$ cat src/rtl/io_latency_log2_histogram_top_macros.svh
// Assertion macros for the latency histogram block.
`ifndef IO_LATENCY_LOG2_HISTOGRAM_TOP_MACROS_SVH
`define IO_LATENCY_LOG2_HISTOGRAM_TOP_MACROS_SVH
`ifndef SYNTHESIS
`define ILH_ASSERT_IMPL(label, clk, rst_n, a, c) \
  label: assert property (@(posedge clk) disable iff (!rst_n) (a) |-> (c)) \
    else $error("assertion failed");
`define ILH_ASSERT_NEXT(label, clk, rst_n, a, c) \
  label: assert property (@(posedge clk) disable iff (!rst_n) (a) |=> (c)) \
    else $error("assertion failed");
`else
`define ILH_ASSERT_IMPL(label, clk, rst_n, a, c)
`define ILH_ASSERT_NEXT(label, clk, rst_n, a, c)
`endif
`endif

$ cat src/rtl/ilh_pkg.sv
package ilh_pkg;
  localparam int unsigned KEY_W = 64;
  localparam int unsigned TS_W = 64;
  localparam int unsigned CNT_W = 64;
  localparam int unsigned LAT_W = 55;
  localparam int unsigned BKT_W = 5;
  localparam int unsigned ST_W = 3;

  typedef enum logic [1:0] {
    CMD_ISSUE = 2'd0,
    CMD_COMPLETE = 2'd1,
    CMD_READ = 2'd2,
    CMD_NONE = 2'd3
  } cmd_t;

  localparam logic [ST_W-1:0] ST_NEW = 3'd0;
  localparam logic [ST_W-1:0] ST_OVER = 3'd1;
  localparam logic [ST_W-1:0] ST_FULL = 3'd2;
  localparam logic [ST_W-1:0] ST_MATCH = 3'd3;
  localparam logic [ST_W-1:0] ST_MISS = 3'd4;
  localparam logic [ST_W-1:0] ST_READ = 3'd5;

  // controller -> datapath commands
  typedef struct packed {
    logic load;       // capture input item
    logic scan_rd;    // issue table read at scan index
    logic scan_cmp;   // compare returned entry
    logic wr_entry;   // write key/start at slot
    logic set_valid;
    logic clr_valid;
    logic div_start;
    logic div_step;
    logic hist_rd;
    logic hist_wr;
    logic out_load;
  } dp_cmd_t;

  // datapath -> controller status
  typedef struct packed {
    logic scan_last;
    logic hit;
    logic div_done;
  } dp_sts_t;
endpackage

$ cat src/rtl/ilh_ctrl.sv
`include "io_latency_log2_histogram_top_macros.svh"
module ilh_ctrl (
  input  logic              clk,
  input  logic              rst_n,
  input  logic              in_tvalid,
  output logic              in_tready,
  output logic              out_tvalid,
  input  logic              out_tready,
  input  logic [1:0]        in_cmd,
  output ilh_pkg::dp_cmd_t  cmd,
  input  ilh_pkg::dp_sts_t  sts
);
  typedef enum logic [3:0] {
    S_IDLE, S_SCAN, S_WAIT, S_CMP, S_DIV, S_HRD, S_HWAIT, S_HWR, S_DONE
  } state_t;

  state_t state_r, state_nxt;
  logic out_valid_r, out_valid_nxt;
  logic [1:0] op_r, op_nxt;

  // one item at a time; output register holds result while next item loads
  assign in_tready = (state_r == S_IDLE);
  assign out_tvalid = out_valid_r;

  always_comb begin
    state_nxt = state_r;
    out_valid_nxt = out_valid_r;
    op_nxt = op_r;
    cmd = '0;
    if (out_valid_r && out_tready) begin
      out_valid_nxt = 1'b0;
    end
    unique case (state_r)
      S_IDLE: begin
        if (in_tvalid && in_tready) begin
          cmd.load = 1'b1;
          op_nxt = in_cmd;
          priority if (in_cmd == ilh_pkg::CMD_READ) begin
            state_nxt = S_HRD;
          end else if (in_cmd == ilh_pkg::CMD_NONE) begin
            state_nxt = S_DONE;
          end else begin
            state_nxt = S_SCAN;
          end
        end
      end
      S_SCAN: begin
        cmd.scan_rd = 1'b1;
        state_nxt = S_WAIT;
      end
      S_WAIT: state_nxt = S_CMP;
      S_CMP: begin
        cmd.scan_cmp = 1'b1;
        priority if (sts.hit) begin
          if (op_r == ilh_pkg::CMD_ISSUE) begin
            cmd.wr_entry = 1'b1;
            state_nxt = S_DONE;
          end else begin
            cmd.clr_valid = 1'b1;
            cmd.div_start = 1'b1;
            state_nxt = S_DIV;
          end
        end else if (sts.scan_last) begin
          if (op_r == ilh_pkg::CMD_ISSUE) begin
            cmd.wr_entry = 1'b1;
            cmd.set_valid = 1'b1;
          end
          state_nxt = S_DONE;
        end else begin
          state_nxt = S_SCAN;
        end
      end
      S_DIV: begin
        cmd.div_step = 1'b1;
        if (sts.div_done) begin
          state_nxt = S_HRD;
        end
      end
      S_HRD: begin
        cmd.hist_rd = 1'b1;
        state_nxt = S_HWAIT;
      end
      S_HWAIT: state_nxt = (op_r == ilh_pkg::CMD_READ) ? S_DONE : S_HWR;
      S_HWR: begin
        cmd.hist_wr = 1'b1;
        state_nxt = S_DONE;
      end
      S_DONE: begin
        if (!out_valid_r || out_tready) begin
          cmd.out_load = 1'b1;
          out_valid_nxt = 1'b1;
          state_nxt = S_IDLE;
        end
      end
      default: state_nxt = S_IDLE;
    endcase
  end

  always_ff @(posedge clk) begin
    if (!rst_n) begin
      state_r <= S_IDLE;
      out_valid_r <= 1'b0;
      op_r <= ilh_pkg::CMD_NONE;
    end else begin
      state_r <= state_nxt;
      out_valid_r <= out_valid_nxt;
      op_r <= op_nxt;
    end
  end

  `ILH_ASSERT_IMPL(a_ready_idle, clk, rst_n, in_tready, state_r == S_IDLE)
  `ILH_ASSERT_NEXT(a_load_busy, clk, rst_n, cmd.load, !in_tready)
  `ILH_ASSERT_NEXT(a_out_hold, clk, rst_n, out_tvalid && !out_tready, out_tvalid)
endmodule

$ cat config.mk
export PLATFORM = sky130hd
export DESIGN_NAME = ilh_ctrl
export DESIGN_NICKNAME = d
export VERILOG_FILES = /design/src/rtl/ilh_pkg.sv /design/src/rtl/ilh_ctrl.sv
export VERILOG_INCLUDE_DIRS = /design/src /design/src/rtl
export SDC_FILE = /design/constraint.sdc
export NUM_CORES = 1
export LEC_CHECK = 0
export BUFFER_PORTS_ARGS = -buffer_cell sky130_fd_sc_hd__clkbuf_2
export CORE_MARGIN = 2
export CORE_UTILIZATION = 30
export DETAILED_ROUTE_END_ITERATION = 6
export PLACE_DENSITY = 0.62
export SLEW_MARGIN = 20
export SYNTH_ARGS = -nofsm -noshare
export SYNTH_HDL_FRONTEND = slang
export SYNTH_SLANG_ARGS = --single-unit
export TNS_END_PERCENT = 5
$ cat constraint.sdc
create_clock -name clk -period 1.5 [get_ports clk]
set_input_delay 0.075 -clock clk [delete_from_list [all_inputs] [get_ports clk]]
set_output_delay 0.075 -clock clk [all_outputs]
set_load 0.005 [all_outputs]
* Yosys cells after proc, flatten, opt, wreduce, memory -nomap -nowiden
Cells that the tools add are included.
** Storage, ports and cells
- Output and inout bits :: 13
- Bits of input ports :: 9
- Flip-flop bits (word level) :: 7
** Cells by class
- Muxes and demuxes :: 29
- Reduce and logical (&&, ||, !) cells :: 8
- Eq/ne operators :: 14
** Operators by type and width (number)
- 2-to-1 mux 4 bit :: 9
- one-hot mux 4 bit (9 select lines) :: 1
- equality test 4 x 3 -> 1 bit, second input constant :: 4
- 2-to-1 mux 1 bit :: 14
- equality test 4 x 2 -> 1 bit, second input constant :: 2
- 2-to-1 mux 2 bit :: 4
- equality test 2 bit, second input constant :: 3
- 2-to-1 mux 5 bit :: 1
- equality test 4 x 1 -> 1 bit, second input constant :: 1
- equality test 4 bit, second input constant :: 1
- logical NOT 4 bit :: 1
- inequality test 2 bit, second input constant :: 2
- AND reduction 3 bit :: 1
- logical AND 1 bit :: 2
- logical NOT 2 bit :: 1
- inequality test 2 x 1 -> 1 bit, second input constant :: 1
- AND reduction 2 bit :: 1
- logical NOT 1 bit :: 1
- logical OR 1 bit :: 1

* Depth between registers and ports, before layout
Gate-level depths: netlist of run 1.
- Word-level depth :: 5
- Gate-level depth with buffers :: 5
- Mapped depth without buffers :: 4

* Worst setup path before layout of run 1
OpenSTA, ideal clock, no wires.
- Kind :: register to register
- Start :: register state_r[1]
- End :: register state_r[2]
- Setup time :: 0.123 ns
- Arrival time :: 1.248 ns
- Clock period less this slack :: 1.371 ns
- Stages on the path, launching flop included :: 5
- Required time :: 1.377 ns
- Path slack :: 0.129 ns
- Cells stage by stage :: dfxtp_1 -> or4b_4 -> o211ai_2 -> o2bb2a_1 -> o21ai_1
** On the way
- Word-level cells in the longest chain between the ends :: 4
** RTL lines
- from (decl) :: line ilh_ctrl.sv:17 : state_t state_r, state_nxt;
- from (signal assigned) :: line ilh_ctrl.sv:105 : state_r <= state_nxt;
- logical NOT 4 bit :: line ilh_ctrl.sv:22, ilh_ctrl.sv:33
- logical AND 1 bit :: line ilh_ctrl.sv:35 : if (in_tvalid && in_tready) begin
- inequality test 2 x 1 -> 1 bit (no line)
- AND reduction 3 bit (no line)
Several ways; a longest one is shown, not always the timed one.
A chain may end at the register's enable or synchronous reset.

==> results of run 1 <==
==> power breakdown <==
group          switching, µW  total, µW  leakage, µW  internal, µW
Sequential              42.1        263    0.0000585           221
Clock                   69.9        172    0.0000150           102
Combinational            212        440     0.000309           228
==> how the worst max path moves through the flow <==
stage | slack, ns | cells past startpoint | startpoint | to
finish | -0.001 | 4 | state_r[3] | cmd[7]
global route | -0.06 | 5 | state_r[3] | cmd[4]
CTS | 0.005 | 4 | state_r[3] | cmd[7]
detailed placement | 0.04 | 4 | state_r[0] | state_r[2]
global placement | 0.09 | 4 | state_r[2] | state_r[2]
floorplan | 0.13 | 4 | state_r[1] | state_r[2]
==> metrics by stage <==
step | power [µW] | setup TNS, ns | hold WS, ns | cells
3_3_place_gp | 666 | 0 | 0.296 | 125
3_5_place_dp | 670 | 0 | 0.299 | 125
6_report | 874 | -0.00126 | 0.0497 | 130
4_1_cts | 866 | 0 | 0.0389 | 130
2_1_floorplan | 500 | 0 | 0.137 | 74
5_1_grt | 941 | -0.263 | 0.0648 | 130
==> per-layer routing <==
metal  global-route usage [%]  up-vias  wire [µm]
met5                        0        -          0
met4                     3.33        0          8
met3                     5.77        2         89
met2                     22.2       21        659
met1                     21.4      281        760
li1                         -      334          -
==> cells by family (layout without fill, tap and decap cells) <==
| kind of cell | after synthesis | in the layout | share of synthesized area, % |
|---|---|---|---|
| AND/OR/NAND/NOR | 42 | 42 | 44.6 |
| multiplexers | 3 | 3 | 5.32 |
| buffers and inverters | 9 | 40 | 7.54 |
| AO/OA/AOI/OAI | 13 | 13 | 17.7 |
| flip-flops | 7 | 7 | 24.8 |
==> cells in the final DEF, fill, tap and decap left out, types with 2 or more instances in the layout <==
master | Yosys | layout
sky130_fd_sc_hd__buf_4 | 1 | 11
sky130_fd_sc_hd__clkbuf_2 | 0 | 21
sky130_fd_sc_hd__clkbuf_4 | 0 | 3
sky130_fd_sc_hd__dfxtp_1 | 7 | 4
sky130_fd_sc_hd__dfxtp_2 | 0 | 3
sky130_fd_sc_hd__inv_1 | 3 | 3
sky130_fd_sc_hd__mux2i_1 | 3 | 3
sky130_fd_sc_hd__nand2_1 | 7 | 7
sky130_fd_sc_hd__nand2b_1 | 5 | 5
sky130_fd_sc_hd__nor2_1 | 10 | 10
sky130_fd_sc_hd__nor2b_1 | 4 | 4
sky130_fd_sc_hd__nor3_1 | 3 | 2
sky130_fd_sc_hd__nor3b_2 | 0 | 2
sky130_fd_sc_hd__nor4_1 | 2 | 2
sky130_fd_sc_hd__o22ai_1 | 3 | 2
==> registers in the layout (all words and copies together) (netlist names) <==
signal,cells
op_r,2
out_tvalid,1
state_r,4
==> repair_timing <==
item,4_1_cts,5_1_grt
setup buffers,1,0
pin swaps,1,0
endpoints found under the setup margin,4,8
endpoints found under the hold margin,0,0
gates resized for setup,5,3
==> cell type report <==
type / count / area [µm²]
sequential: 7 / 144
fill: 175 / 906
clock buffer: 4 / 26.3
tap: 25 / 31.3
multi-input combinational: 58 / 419
timing repair buffer: 33 / 208
inverter: 3 / 11.3
==> metrics.log, run 1 <==
INFO  metric worstPathMaxFanout = 6
INFO  metric async_set_reset_flop_share_out_of_synthesis = 0%
INFO  metric area_after_dpl = 764 µm²
INFO  metric setup_viol = 1
INFO  metric cts_root_buf = sky130_fd_sc_hd__clkbuf_4
INFO  metric count_of_cells_along_the_worst_hold_path = 2
INFO  metric h-tree-depth = 1
INFO  metric post-route-min-period = 1.50 ns
INFO  metric slew-limit-headroom = 77.0%
INFO  metric design.final.nets = 115
INFO  metric final.period_utilization = 100%
INFO  metric synth.ff_latch_count = 7
INFO  metric synth_flop_cell = sky130_fd_sc_hd__dfxtp_1
INFO  metric final_routed_drc_violation_total = 0
INFO  metric die_w = 47.4 µm
INFO  metric worstPathArrival = 1.43 ns
INFO  metric numCtsBuffers = 3
INFO  metric detail_route.wirelength = 1520 µm
INFO  metric grt-ovfl-total = 0
INFO  metric final_antenna_net_count = 0
INFO  metric detailed_place_hpwl = 1140 µm
INFO  metric grt_setup_unrepaired = true
INFO  metric max_stage_delay = 0.37 ns
INFO  metric worst_r2r_startpoint = state_r[0]
INFO  metric post_synthesis_mean_instance_area = 7.63 µm²
INFO  metric routedWlPerCell = 11.7 µm
INFO  metric syn_nets = 83
INFO  metric port_buffers = 21
INFO  metric gr-usage-all-layers = 15.3%
INFO  metric start_util = 32.3%
INFO  metric list_of_cells_traversed_by_the_critical_path = nand4bb_4 > buf_4 > nor4_1 > clkbuf_2
INFO  metric mapped_cell_area = 564 µm²
INFO  metric static-leakage-power = 0.000383 µW
INFO  metric setup_slack = -0.00126 ns
INFO  metric holdPathEnd = op_r[1]
INFO  metric reg2reg_to = state_r[2]
INFO  metric endpoint_kind = output pin
INFO  metric wire_length_of_the_first_global_routing_pass = 2360 µm
INFO  metric core_region_area = 1750 µm²
INFO  metric synth_top_area_cell = sky130_fd_sc_hd__dfxtp_1
INFO  metric place_congestion = 0.786
INFO  metric die_boundary_height = 47.4 µm
INFO  metric preCtsSetupSlack = 0.0397 ns
INFO  metric grt_max_degree = 13
INFO  metric num_antenna_cells = 0
INFO  metric synth_enable_flop_cells = 0
INFO  metric ys.warnings.count = 0
INFO  metric share_of_cells_above_drive_strength_1 = 44.8%
INFO  metric syn-instance-count = 74
INFO  metric finalCoreUtilization = 48.1%
INFO  metric reg2regPathDepth = 4
INFO  metric clock_transition_at_path_regs = 0.05 ns
INFO  metric timing.critical_path.max_delay_family = simple AND/OR/NAND/NOR gates
INFO  metric clkSinkCount = 7
INFO  metric failing_checks = setup timing
INFO  metric run_status = complete, but fails checks
INFO  metric tritoncts = built
INFO  metric ys_types = 32
INFO  metric fp-row-count = 15
INFO  metric boundaryPins = 22
INFO  metric detailedRoute.firstPassIterationCount = 4
INFO  metric synthTopCellsByCount = sky130_fd_sc_hd__nor2_1 (10), sky130_fd_sc_hd__dfxtp_1 (7), sky130_fd_sc_hd__nand2_1 (7), sky130_fd_sc_hd__nand2b_1 (5)
INFO  metric cp_num_buf_inv = 2
INFO  metric setup.reg_to_reg.worst_slack = 0.04 ns
INFO  metric clock_latency = 0.25 ns
INFO  metric stdcell_area = 840 µm²
INFO  metric crit_path_start_kind = flip-flop
INFO  metric first_global_vias = 523
INFO  metric initialDrtViolationCount = 13
INFO  metric fp.dieArea = 2240 µm²
INFO  metric max-vdd-ir-drop = 0.645 mV
INFO  metric final-max-slew-violation-count = 0
INFO  metric clockBufferDepth = 2
INFO  metric tightestPinTransition = 0.337 ns
INFO  metric required = 1.42 ns
INFO  metric yosysTopAreaCellShare = 24.8%
INFO  metric holdCritPathClass = input pin to flip-flop
INFO  metric yosysSeqAreaShare = 24.8%
INFO  metric fmax = 666 MHz
INFO  metric area_growth = 48.8%
INFO  metric ctsHoldBuffers = 0
INFO  metric path_class = flip-flop to output pin
INFO  metric max_cap_viol_count = 0
INFO  metric via_count = 638
INFO  metric final_hold_viol_count = 0
INFO  metric worst_clock_skew = 0.00703 ns
INFO  metric critPathSlowestCell = sky130_fd_sc_hd__dfxtp_1
INFO  metric hold_path_startpoint = rst_n
INFO  metric count_leader_synth = sky130_fd_sc_hd__nor2_1
INFO  metric viasPerCell = 4.91
INFO  metric power.density = 1040 nW/µm²
INFO  metric synth_top_cells_by_area = sky130_fd_sc_hd__dfxtp_1 (25%), sky130_fd_sc_hd__nor2_1 (6.7%), sky130_fd_sc_hd__nand2b_1 (5.5%), sky130_fd_sc_hd__mux2i_1 (5.3%), sky130_fd_sc_hd__nand2_1 (4.7%)
INFO  metric number_of_antenna_violations_at_the_first_check_in_global_routing = 0
Power figures use the tool's default switching activity.
==> run 2: changes to the inputs <==
--- a/config.mk
+++ b/config.mk
@@ -11,6 +11,7 @@
 export CORE_UTILIZATION = 30
 export DETAILED_ROUTE_END_ITERATION = 6
 export PLACE_DENSITY = 0.62
+export RECOVER_POWER = 25
 export SLEW_MARGIN = 20
 export SYNTH_ARGS = -nofsm -noshare
 export SYNTH_HDL_FRONTEND = slang
==> run 2 against run 1 <==
  * The run now ends clean
  * Register-to-register slack about the same
  * Non-clock buffer count stayed put
  * Worst hold slack improved by 0.0038 ns
  * Sequential share of layout area about the same
  * Maximum frequency is 0.24% higher
==> metrics.log, run 2 (synthesized netlist as in run 1, its figures left out) <==
INFO  metric tritoncts = built (unchanged)
INFO  metric detail_route.wirelength = 1530 µm (was 1520 µm)
INFO  metric core_region_area = 1750 µm² (unchanged)
INFO  metric timing.critical_path.max_delay_family = simple AND/OR/NAND/NOR gates (unchanged)
INFO  metric endpoint_kind = output pin (unchanged)
INFO  metric worst_clock_skew = 0.00606 ns (was 0.00703 ns)
INFO  metric registers.top_by_ff_count = state_r (unchanged)
INFO  metric report.power.total = 873 µW (was 874 µW)
INFO  metric final-max-slew-violation-count = 0 (unchanged)
INFO  metric clock_latency = 0.25 ns (about the same)
INFO  metric run_status = complete, no violations (was complete, but fails checks)
INFO  metric port_buffers = 21 (unchanged)
INFO  metric viasPerCell = 4.95 (was 4.91)
INFO  metric place_congestion = 0.786 (unchanged)
INFO  metric max_stage_delay = 0.37 ns (about the same)
INFO  metric power.switching_fraction = 37.0% (about the same)
INFO  metric mostFrequentLayoutCell = sky130_fd_sc_hd__clkbuf_2 (unchanged)
INFO  metric clock_transition_at_path_regs = 0.05 ns (about the same)
INFO  metric numCtsBuffers = 3 (unchanged)
INFO  metric fin_setup_tns = 0 ns (was -0.00126 ns)
INFO  metric detailedRoute.firstPassIterationCount = 4 (unchanged)
INFO  metric grt-ovfl-total = 0 (unchanged)
INFO  metric start_util = 32.3% (unchanged)
INFO  metric cts_root_buf = sky130_fd_sc_hd__clkbuf_4 (unchanged)
INFO  metric num_antenna_cells = 0 (unchanged)
INFO  metric detailed_place_hpwl = 1140 µm (unchanged)
INFO  metric crit_path_start_kind = flip-flop (unchanged)
INFO  metric setup_slack = 0.00228 ns (was -0.00126 ns)
INFO  metric wire_length_of_the_first_global_routing_pass = 2360 µm (unchanged)
INFO  metric sequentialPowerShare = 30.2% (was 30.1%)
INFO  metric die_w = 47.4 µm (unchanged)
INFO  metric final_hold_viol_count = 0 (unchanged)
INFO  metric most-common-layout-cells = sky130_fd_sc_hd__clkbuf_2 (20), sky130_fd_sc_hd__buf_4 (11), sky130_fd_sc_hd__nor2_1 (10) (was sky130_fd_sc_hd__clkbuf_2 (21), sky130_fd_sc_hd__buf_4 (11), sky130_fd_sc_hd__nor2_1 (10))
INFO  metric design.final.nets = 115 (unchanged)
INFO  metric slew-limit-headroom = 77.0% (about the same)
INFO  metric required = 1.42 ns (about the same)
INFO  metric preCtsSetupSlack = 0.0397 ns (unchanged)
INFO  metric largest_register_ff_count = 4 (unchanged)
INFO  metric boundaryPins = 22 (unchanged)
INFO  metric internal_power_component = 550 µW (about the same)
INFO  metric holdCritPathClass = input pin to flip-flop (unchanged)
INFO  metric via_count = 643 (was 638)
INFO  metric fmax = 668 MHz (was 666 MHz)
INFO  metric routedWlPerCell = 11.7 µm (about the same)
INFO  metric ff_latch_area = 144 µm² (unchanged)
INFO  metric h-tree-depth = 1 (unchanged)
INFO  metric path_class = flip-flop to output pin (unchanged)
INFO  metric initialDrtViolationCount = 13 (unchanged)
INFO  metric clkSinkCount = 7 (unchanged)
INFO  metric whs = 0.0535 ns (was 0.0497 ns)
INFO  metric final_antenna_net_count = 0 (unchanged)
INFO  metric die_boundary_height = 47.4 µm (unchanged)
INFO  metric list_of_cells_traversed_by_the_critical_path = nand4bb_4 > buf_4 > nor4_1 > clkbuf_2 (unchanged)
INFO  metric fp.dieArea = 2240 µm² (unchanged)
INFO  metric static-leakage-power = 0.000379 µW (was 0.000383 µW)
INFO  metric multi_input_gate_area = 419 µm² (unchanged)
INFO  metric area_growth = 48.6% (was 48.8%)
INFO  metric netSwitchingPower = 323 µW (was 324 µW)
INFO  metric setup_viol = 0 (was 1)
INFO  metric fp-row-count = 15 (unchanged)
INFO  metric grt_max_degree = 13 (unchanged)
INFO  metric cp_num_buf_inv = 2 (unchanged)
INFO  metric worstPathArrival = 1.42 ns (was 1.43 ns)
INFO  metric post-route-min-period = 1.50 ns (about the same)
INFO  metric finalCoreUtilization = 48.0% (was 48.1%)
INFO  metric number_of_antenna_violations_at_the_first_check_in_global_routing = 0 (unchanged)
INFO  metric max_cap_viol_count = 0 (unchanged)
INFO  metric tightestPinTransition = 0.336 ns (was 0.337 ns)
INFO  metric gr-usage-all-layers = 15.3% (unchanged)
INFO  metric first_global_vias = 523 (unchanged)
INFO  metric clockBufferDepth = 2 (unchanged)
INFO  metric critPathSlowestCell = sky130_fd_sc_hd__dfxtp_1 (unchanged)
INFO  metric comb_power_share = 50.2% (was 50.3%)
INFO  metric share_of_cells_above_drive_strength_1 = 43.8% (was 44.8%)
INFO  metric power.density = 1040 nW/µm² (about the same)
INFO  metric pwr-share-clk = 19.6% (about the same)
INFO  metric grt_setup_unrepaired = true (unchanged)
INFO  metric max-vdd-ir-drop = 0.645 mV (about the same)
INFO  metric fillers = 175 (unchanged)
INFO  metric final_routed_drc_violation_total = 0 (unchanged)
INFO  metric final.period_utilization = 99.8% (was 100%)
INFO  metric worstPathMaxFanout = 6 (unchanged)
-- run 2: cell count changes in the layout (fill, tap and decap cells not counted) --
cell                       change
sky130_fd_sc_hd__clkbuf_2      -1
sky130_fd_sc_hd__clkbuf_1      +1
-- run 2: worst paths after layout --
kind         cells after the start         end  slack (ns)        from
max reg2reg                      4  state_r[2]        0.04  state_r[0]
min reg2reg                      3  state_r[3]        0.62  out_tvalid
min                              2     op_r[1]        0.05       rst_n
max                              4      cmd[7]       0.002  state_r[3]
-- run 2: per-layer routing --
metal	global-route usage [%]	vias up	share of wire, %
met5	0	-	0
met4	3.33	0	0.65
met3	5.77	2	7.7
met2	22.2	23	43
met1	21.4	287	48
li1	-	331	-
-- run 2: area by class of cell --
cell class                 instances  area share (%)
tap                               25            3.73
sequential                         7            17.2
multi-input combinational         58            50.0
inverter                           3            1.34
clock buffer                       4            3.13
timing repair buffer              33            24.6
-- run 2: worst register-to-register path, delay by kind of cell (launching register included) --
kind               cells  cell delay (ns)
and+or+nand+nor        1             0.54
AOI/OAI and AO/OA      3             0.42
DFF                    1             0.37
-- run 2: power by group through the flow --
stage          Clock, µW  Sequential [µW]  Combinational (µW)
6_report             171              264                 438
5_1_grt              186              269                 486
4_1_cts              178              259                 429
3_5_place_dp           0              256                 414
3_3_place_gp           0              253                 413
2_1_floorplan          0              243                 258
-- run 2: through the flow --
stage | cells | area, µm²
final | 130 | 838
after global routing | 130 | 838
after CTS | 130 | 827
after detailed placement | 125 | 764
after global placement | 125 | 764
after floorplan | 74 | 564
-- run 2: what timing repair did --
item | in CTS | in global routing
pin swaps | 1 | 0
endpoints found under the setup margin | 4 | 8
gates cloned | 0 | 0
hold buffers | 0 | 0
gates resized for setup | 5 | 3
setup buffers | 1 | 0
